## src/spq_pkg.sv

```systemverilog
// ----------------------------------------------------------------------------
// spq_pkg: shared types and codes of the sorted priority queue
// Action and status codes, the stored entry layout and the control word
// that the top level broadcasts to every cell.
// ----------------------------------------------------------------------------
package spq_pkg;

	typedef logic [1:0] action_t;
	typedef logic [1:0] status_t;

	localparam action_t ACT_INSERT = 2'd0;
	localparam action_t ACT_REMOVE = 2'd1;
	localparam action_t ACT_CLEAR  = 2'd2;

	localparam status_t ST_OK    = 2'd0;
	localparam status_t ST_FULL  = 2'd1;
	localparam status_t ST_EMPTY = 2'd2;

	typedef struct packed {
		logic [1:0] role;
		logic [3:0] level;
	} entry_t;

	typedef struct packed {
		logic   insert;
		logic   remove;
		entry_t item;
	} cell_ctrl_t;

endpackage

```

## src/spq_cell.sv

```systemverilog
// ----------------------------------------------------------------------------
// spq_cell: one slot of the sorted queue
// Holds one entry and flags whether it sorts below the item being inserted.
// On insert it keeps, takes the new item or takes its upper neighbor; on
// remove it takes its lower neighbor.
// ----------------------------------------------------------------------------
module spq_cell
	import spq_pkg::*;
(
	input  logic       clk,
	input  cell_ctrl_t ctrl,
	input  logic       occupied,
	input  logic       prev_lt,
	input  entry_t     prev_entry,
	input  entry_t     next_entry,
	output logic       lt,
	output entry_t     entry
);

	entry_t entry_q;

	// The queue is sorted, so these flags rise once along the row and stay high.
	assign lt    = !occupied || (entry_q.level < ctrl.item.level);
	assign entry = entry_q;

	always_ff @(posedge clk) begin
		if (ctrl.insert) begin
			if (lt && !prev_lt) begin
				entry_q <= ctrl.item;
			end else if (lt) begin
				entry_q <= prev_entry;
			end
		end else if (ctrl.remove) begin
			entry_q <= next_entry;
		end
	end

endmodule

```

## src/sorted_priority_queue.sv

```systemverilog
// ----------------------------------------------------------------------------
// sorted_priority_queue: bounded priority queue in a row of cells
// Usage: drive action, role and level with start high; a beat is taken at a
// clock edge where start is high and busy is low. Busy stays low, so one
// action is taken every cycle. Insert places the item ahead of the first
// entry with a strictly lower level, remove pops the head, clear empties
// the queue. Each action gives exactly one result beat in the next cycle:
// done is high for that one cycle with status, the popped entry (zero when
// nothing is popped) and the occupancy after the action. The receiver
// cannot stall, so results must be taken as they appear.
// Throughput is one action per cycle: every cell compares its entry with
// the new level in parallel and shifts with its neighbor in the same edge.
// Reset empties the queue and clears done; entry contents are not reset.
// ----------------------------------------------------------------------------
module sorted_priority_queue
	import spq_pkg::*;
#(
	parameter int CAPACITY = 16
) (
	input  logic       clk,
	input  logic       arst_n,
	input  logic       start,
	output logic       busy,
	input  logic [1:0] action,
	input  logic [1:0] role,
	input  logic [3:0] level,
	output logic       done,
	output logic [1:0] status,
	output logic [1:0] out_role,
	output logic [3:0] out_level,
	output logic [4:0] occupancy
);

	localparam int CW = $clog2(CAPACITY + 1);

	logic [CW-1:0] count_q;
	logic [CW-1:0] count_next;
	logic          take;
	logic          full;
	logic          empty;
	cell_ctrl_t    ctrl;
	status_t       status_next;
	entry_t        pop_next;
	logic [CAPACITY-1:0] lt_vec;
	entry_t        entries [CAPACITY];

	logic          done_q;
	status_t       status_q;
	entry_t        pop_q;
	logic [4:0]    occupancy_q;

	assign busy  = 1'b0;
	assign take  = start && !busy;
	assign full  = (count_q == CW'(CAPACITY));
	assign empty = (count_q == '0);

	always_comb begin
		ctrl.insert = 1'b0;
		ctrl.remove = 1'b0;
		ctrl.item.role  = role;
		ctrl.item.level = level;
		status_next = ST_OK;
		pop_next    = '0;
		count_next  = count_q;
		case (action)
			ACT_INSERT: begin
				if (full) begin
					status_next = ST_FULL;
				end else begin
					ctrl.insert = take;
					count_next  = count_q + CW'(1);
				end
			end
			ACT_REMOVE: begin
				if (empty) begin
					status_next = ST_EMPTY;
				end else begin
					ctrl.remove = take;
					pop_next    = entries[0];
					count_next  = count_q - CW'(1);
				end
			end
			ACT_CLEAR: count_next = '0;
			default: count_next = count_q;
		endcase
	end

	for (genvar i = 0; i < CAPACITY; i++) begin : g_cell
		logic   occ;
		logic   prev_lt;
		entry_t prev_entry;
		entry_t next_entry;

		assign occ = (count_q > CW'(i));

		if (i == 0) begin : g_head
			assign prev_lt    = 1'b0;
			assign prev_entry = ctrl.item;
		end else begin : g_body
			assign prev_lt    = lt_vec[i-1];
			assign prev_entry = entries[i-1];
		end

		if (i == CAPACITY - 1) begin : g_tail
			assign next_entry = entries[i];
		end else begin : g_inner
			assign next_entry = entries[i+1];
		end

		spq_cell u_cell (
			.clk        (clk),
			.ctrl       (ctrl),
			.occupied   (occ),
			.prev_lt    (prev_lt),
			.prev_entry (prev_entry),
			.next_entry (next_entry),
			.lt         (lt_vec[i]),
			.entry      (entries[i])
		);
	end

	always_ff @(posedge clk or negedge arst_n) begin
		if (!arst_n) begin
			count_q <= '0;
			done_q  <= 1'b0;
		end else begin
			done_q <= take;
			if (take) begin
				count_q <= count_next;
			end
		end
	end

	always_ff @(posedge clk) begin
		if (take) begin
			status_q    <= status_next;
			pop_q       <= pop_next;
			occupancy_q <= 5'(count_next);
		end
	end

	assign done      = done_q;
	assign status    = status_q;
	assign out_role  = pop_q.role;
	assign out_level = pop_q.level;
	assign occupancy = occupancy_q;

endmodule

```

## config.mk

```make
export PLATFORM = sky130hd
export DESIGN_NAME = sorted_priority_queue
export DESIGN_NICKNAME = d
export VERILOG_FILES = /design/src/spq_pkg.sv /design/src/spq_cell.sv /design/src/sorted_priority_queue.sv
export SDC_FILE = /design/constraint.sdc
export NUM_CORES = 1
export LEC_CHECK = 0
export BUFFER_PORTS_ARGS = -buffer_cell sky130_fd_sc_hd__clkbuf_2
export CORE_ASPECT_RATIO = 0.7
export CORE_MARGIN = 5
export CORE_UTILIZATION = 60
export CTS_CLUSTER_DIAMETER = 80
export CTS_CLUSTER_SIZE = 8
export DETAILED_ROUTE_END_ITERATION = 7
export GPL_ROUTABILITY_DRIVEN = 1
export PLACE_DENSITY = 0.76
export RECOVER_POWER = 25
export SYNTH_ARGS = -nofsm -noshare
export SYNTH_HDL_FRONTEND = slang
export SYNTH_SLANG_ARGS = --single-unit
```

## constraint.sdc

```tcl
create_clock -name clk -period 3.4 [get_ports clk]
set_clock_uncertainty 0.1 [all_clocks]
set_input_delay 1.02 -clock clk [delete_from_list [all_inputs] [get_ports clk]]
set_output_delay 1.02 -clock clk [all_outputs]
set_load 0.01 [all_outputs]
```

* After elaboration in Yosys (flattened, before gate mapping)
Index checks and enable logic that the tools add are counted.
** Storage, ports and cells
- Register bits after elaboration :: 115
- Input bits :: 11
- Logic and storage cells :: 245
** Operators by class
- Add/sub/neg operators :: 2
- Order comparisons :: 32
- Eq/ne operators :: 18
- Multiplexer cells :: 71
- Bitwise operators :: 1
- Reduce and logical (&&, ||, !) cells :: 83
** Operators with widths (number)
- 6-bit two-way mux :: 61
- 4-bit less-than comparator :: 16
- 3-bit by 1-bit != test with 1-bit output, second input constant :: 14
- 5-bit by 4-bit > comparator with 1-bit output, second input constant :: 8
- 2-bit AND reduction :: 16
- 1-bit zero test :: 31
- 5-bit by 3-bit > comparator with 1-bit output, second input constant :: 4
- 1-bit logical OR :: 16
- 1-bit logical AND :: 15
- 5-bit case mux with 3 select lines :: 1
- 5-bit by 1-bit > comparator with 1-bit output, second input constant :: 2
- 5-bit by 2-bit > comparator with 1-bit output, second input constant :: 2
- 5-bit two-way mux :: 2
- 5-bit by 1-bit adder with 5-bit output, second input constant :: 1
- 5-bit equality test, second input constant :: 1
- 5-bit zero test :: 1
- 1-bit two-way mux :: 5
- 5-bit by 1-bit subtractor with 5-bit output, second input constant :: 1
- 2-bit case mux with 2 select lines :: 1
- 2-bit nonzero test :: 2
- 2-bit by 1-bit equality test with 1-bit output, second input constant :: 1
- 2-bit equality test, second input constant :: 1
- 2-bit zero test :: 1
- 2-bit two-way mux :: 1
- other kinds (3) :: 3

* Depth between registers and ports, before layout
- Word-level depth :: 7
- Depth in mapped cells :: 11
- Mapped depth without buffers :: 7

* Modules after synthesis
A second synthesis with hierarchy kept.
** Second synthesis, totals
- Cells, all modules :: 924
- Area, all modules :: 8804.7 um^2
** By module, submodules not included
- spq_cell :: times used 16, cells each 49, area an instance 469.2 um^2
- sorted_priority_queue :: times used 1, cells each 140, area an instance 1297.5 um^2

* Worst setup path before layout
OpenSTA, ideal clock, no wires.
- Path kind :: input-to-reg
- From :: input level[1]
- To :: register g_cell[15].u_cell.entry_q (netlist bit g_cell[15].u_cell.entry[1]), data pin
- Setup time :: 0.260 ns
- Data arrival time :: 2.831 ns
- Required time :: 3.040 ns
- Setup slack :: 0.209 ns
- Stages on the path :: 7
- Buffers on the path :: 0
- Cells stage by stage :: inv_1 ha_1 nand2b_1 o221ai_1 a211oi_2 o31a_1 mux2_2
** On the way
- Word-level cells in the longest chain between the ends :: 5
- Elaborated cells between the ends (all ways) :: 7
- Those cells by class :: order compare: 2; mux: 1; reduce/logical: 4
** RTL lines
- start, declared :: RTL line sorted_priority_queue.sv:26 : input logic [3:0] level,
- 4-bit less-than comparator :: RTL line spq_cell.sv:23 : assign lt = !occupied || (entry_q.level < ctrl.item.level);
- 1-bit logical OR :: RTL line spq_cell.sv:23
- 1-bit zero test :: RTL line spq_cell.sv:28 : if (lt && !prev_lt) begin
- 1-bit logical AND :: RTL line spq_cell.sv:28
- 6-bit two-way mux * :: RTL line spq_cell.sv:28
- end signal, assigned :: RTL line spq_cell.sv:29 : entry_q <= ctrl.item;
- end signal, assigned :: RTL line spq_cell.sv:31 : entry_q <= prev_entry;
- end signal, assigned :: RTL line spq_cell.sv:34 : entry_q <= next_entry;
- end, declared :: RTL line spq_cell.sv:20 : entry_t entry_q;
Every way passes the cells marked *; elsewhere a longest branch is shown, timed or not.
A chain may end at the register's enable or synchronous reset.

* Final worst setup path
- From :: register count_q[0]
- To :: register g_cell[2].u_cell.entry_q (netlist bit g_cell[2].u_cell.entry[1]) (enable)
** On the way
- Word-level cells in the longest chain between the ends :: 7
- Elaborated cells between the ends (all ways) :: 17
- Those cells by class :: order compare: 2; eq/ne: 2; mux: 4; reduce/logical: 9
** RTL lines
- start, declared :: RTL line sorted_priority_queue.sv:36 : logic [CW-1:0] count_q;
- start signal, assigned :: RTL line sorted_priority_queue.sv:129 : count_q <= count_next;
- 5-bit by 1-bit > comparator with 1-bit output :: RTL line sorted_priority_queue.sv:94 : assign occ = (count_q > CW'(i));
- 1-bit zero test :: RTL line spq_cell.sv:23
- 1-bit logical OR :: RTL line spq_cell.sv:23
- 1-bit zero test :: RTL line spq_cell.sv:28
- 1-bit logical AND :: RTL line spq_cell.sv:28
- 3-bit by 1-bit != test with 1-bit output (no source line)
- 2-bit AND reduction (no source line) *
- end signal, assigned :: RTL line spq_cell.sv:29
- end signal, assigned :: RTL line spq_cell.sv:31
- end signal, assigned :: RTL line spq_cell.sv:34
- end, declared :: RTL line spq_cell.sv:20
Marked as above.

==> flow_summary_export.csv <==
group,metric,value,unit
critical_path,most_prevalent_standard_cell_on_the_critical_path,"buf_4",
finish,layout-area-overhead-vs-synth,12.4,%
placement,place.detailed.instances,894,
synth,post_synth_inst_count,717,
synth,yosysUniqueCellTypes,54,
power,power_switching_share,0.357,
grt,vias_in_the_first_global_route,6378,
synth,yosys.cell_count.top_type,"o211ai_1",
finish,seqCellArea,3420,sq um
finish,final_net_count,822,
sta,max_clock_freq,0.321,GHz
power,report.power.total,5.28,mW
grt,grt_antenna_before_repair,0,
sta,maxSlewHeadroom,0.493,
finish,post_layout_nonfiller_instances,925,
cts,clkTransAtPathRegs,60,ps
placement,pre_cts_slack,94.4,ps
synth,synth_enable_flop_cells,109,
synth,ys_top_cells_by_area,"edfxtp_1, o211ai_1, ha_1",
cts,clock_path_buffers,2,
synth,yosys_register_bits,115,
sta,fin_tns_setup,0,ps
cts,cts_hold_buf,0,
critical_path,path_cells,"inv_1, ha_1, or4b_1, and3_1, o21ai_2, buf_4, a21oi_1, buf_4",
die,die-height,103,um
sta,whs,400,ps
power,power.internal,3.40,mW
routing,vias_after_detailed_routing,6593,
cts,post-cts-setup-buffers,0,
synth,synth-seq-area-share,0.463,
sta,final_hold_viol_count,0,
critical_path,crit_path_buffers_inverters,3,
die,core.rowCount,33,
sta,final_period_minus_worst_setup_slack,3120,ps
finish,fillerInstances,891,
die,floorplan.initialDensity,0.621,
grt,grt.overflow.total,0,
placement,hpwl,15.0,mm
cts,worst_skew_pair.late_latency,420,ps
power,clkPwrFrac,0.320,
cts,clk_root_buffer_cell,"clkbuf_16",
cts,clkSinkCount,115,
routing,route.detailed.drc,0,
synth,synthesis.nets,783,
finish,num_antenna_cells,0,
die,die-area,14700,sq um
finish,ratio_of_cells_with_drive_above_1_in_the_final_layout,0.109,
critical_path,cpLargestDelayFamily,"simple AND/OR/NAND/NOR gates",
grt,globalRouteTotalUtil,0.306,
synth,mappedNetlistArea,7390,sq um
finish,multi_input_area,3690,sq um
critical_path,cpMaxStageDelayCell,"or4b_1",
critical_path,cp_slowest_stage_delay,560,ps
critical_path,crit_path_start_kind,"flip-flop",
cts,htree_num_levels,4,
cts,postCtsResizedCells,0,
synth,netlist_top_cells_count,"o211ai_1, nand2_1, edfxtp_1",
sta,final_max_slew_viol_count,0,
sta,finalSetupViolations,0,
die,io_pins,26,
synth,synth_async_sr_flop_share,0.0522,
flow_run,cap_violations,0,
critical_path,worstSetupEndpointType,"flip-flop",
routing,detail_route.vias_per_cell,7.13,
routing,drt-total-wl,21.6,mm
critical_path,crit_fanout,12,
routing,drt_first_pass_iters,6,
synth,ys_dominant_reg_cell,"edfxtp_1",
synth,syn_area_per_cell,10.3,sq um
die,floorplan_core_area,11900,sq um
placement,finalWeightedCongestion,0.874,
power,pwr_density_cell,636,nW/um^2
power,netSwitchingPower,1.88,mW
grt,pin_count_of_the_biggest_net_entering_global_routing,49,
status,outcome,"completed",
critical_path,worstSetupPathType,"reg2reg",
die,die_width,143,um
power,power.sequential.fraction,0.374,
placement,port_buffers,24,
synth,yosys_warnings,0,
critical_path,data_arrival_time_of_the_critical_path,3200,ps
routing,ant_nets,0,
sta,rsz0062_at_grt,"no",
hold_path,worst_hold_path_type,"in2async",
synth,synth_top_area_share,0.443,
sta,setup_ws,281,ps
sta,max_slew.worst_pin.slew,761,ps
sta,post-route-period-util,0.917,
synth,netlist.top_cell.by_area,"edfxtp_1",
power,cellLeakagePower,3.10,nW
cts,cts_tree,"done",
cts,tritoncts.num_buffers,17,
power,gate_power_share,0.306,
grt,global_route_wire_length_before_repair,34.3,mm
routing,drt_iter0_markers,1042,
critical_path,worstPathRequired,3480,ps
routing,post_drt_wl_per_cell,23.3,um
power,max_rail_drop_vdd,476,uV
[stage by stage]
stage                util  instance area, sq um
global placement    0.656                  7800
CTS                 0.702                  8350
finish              0.698                  8300
detailed placement  0.656                  7800
floorplan               -                  7390
global route        0.698                  8300
[cell usage in the layout (no fill, tap or decap), types with 3 or more instances in the layout]
cell type,netlist,routed
clkinv_1,0,3
clkinvlp_4,0,3
clkbuf_1,16,21
o211ai_1,183,183
nand2_1,131,131
nand2b_1,6,6
and2_0,0,4
inv_1,10,10
o211a_1,12,12
and2_1,7,3
clkbuf_16,0,17
a21oi_1,19,19
nor3_1,3,3
dfrtp_1,6,6
edfxtp_1,109,109
nor3b_1,13,13
clkinv_2,0,5
a211o_1,3,3
ha_1,55,55
mux2_2,7,7
nor2_1,28,28
a31oi_1,3,3
o21ai_0,38,38
clkbuf_2,0,8
buf_4,4,36
[cell type report]
type | instances | area share
clock buffer | 18 | 0.0517
clock inverter | 13 | 0.0143
inverter | 10 | 0.00452
multi-input combinational | 547 | 0.445
sequential | 115 | 0.412
tap | 157 | 0.0237
timing repair buffer | 65 | 0.0488
[power by group through the flow]
stage                     Combinational [mW]  Clock [mW]  Sequential (mW)
after CTS                               1.60        1.70             1.97
after floorplan                         1.14           0             1.93
after detailed placement                1.59           0             1.99
final                                   1.61        1.69             1.98
after global routing                    1.78        1.77             1.99
after global placement                  1.51           0             1.99
[sequential cells by signal (all words and copies together) (netlist names)]
register	flops
g_cell.u_cell.entry	96
out_level	4
status	2
out_role	2
occupancy	5
count_q	5
done	1
[logic make-up (layout without fill, tap and decap cells)]
logic type	count (synthesis)	count (layout)	share of synthesized area
AOI/OAI and AO/OA	279	279	0.270
xor gates and xnor gates	1	1	0.00119
adders and majority gates	55	55	0.0932
buffers and inverters	55	106	0.0357
DFF	115	115	0.463
muxes	9	9	0.0134
other	1	1	0.000508
and+or+nand+nor	202	202	0.122
[final timing paths]
path	start	to	slack (ps)	cells past startpoint
max	count_q[0]	g_cell[2].u_cell.entry[1]	280	8
max in group asynchronous	arst_n	count_q[0]	2510	1
min in group clk	g_cell[15].u_cell.entry[4]	g_cell[14].u_cell.entry[4]	440	2
min	arst_n	count_q[3]	400	1
min reg2reg	g_cell[15].u_cell.entry[4]	g_cell[14].u_cell.entry[4]	440	2
max reg2reg	count_q[0]	g_cell[2].u_cell.entry[1]	280	8
[per-layer routing]
metal | vias up | GRT usage | wire [um]
li1 | 2922 | - | -
met1 | 3177 | 0.435 | 9220
met2 | 434 | 0.456 | 9480
met3 | 60 | 0.0913 | 2350
met4 | 0 | 0.0913 | 498
met5 | - | 0 | 0
No activity file was read; power rests on OpenSTA's default activity.
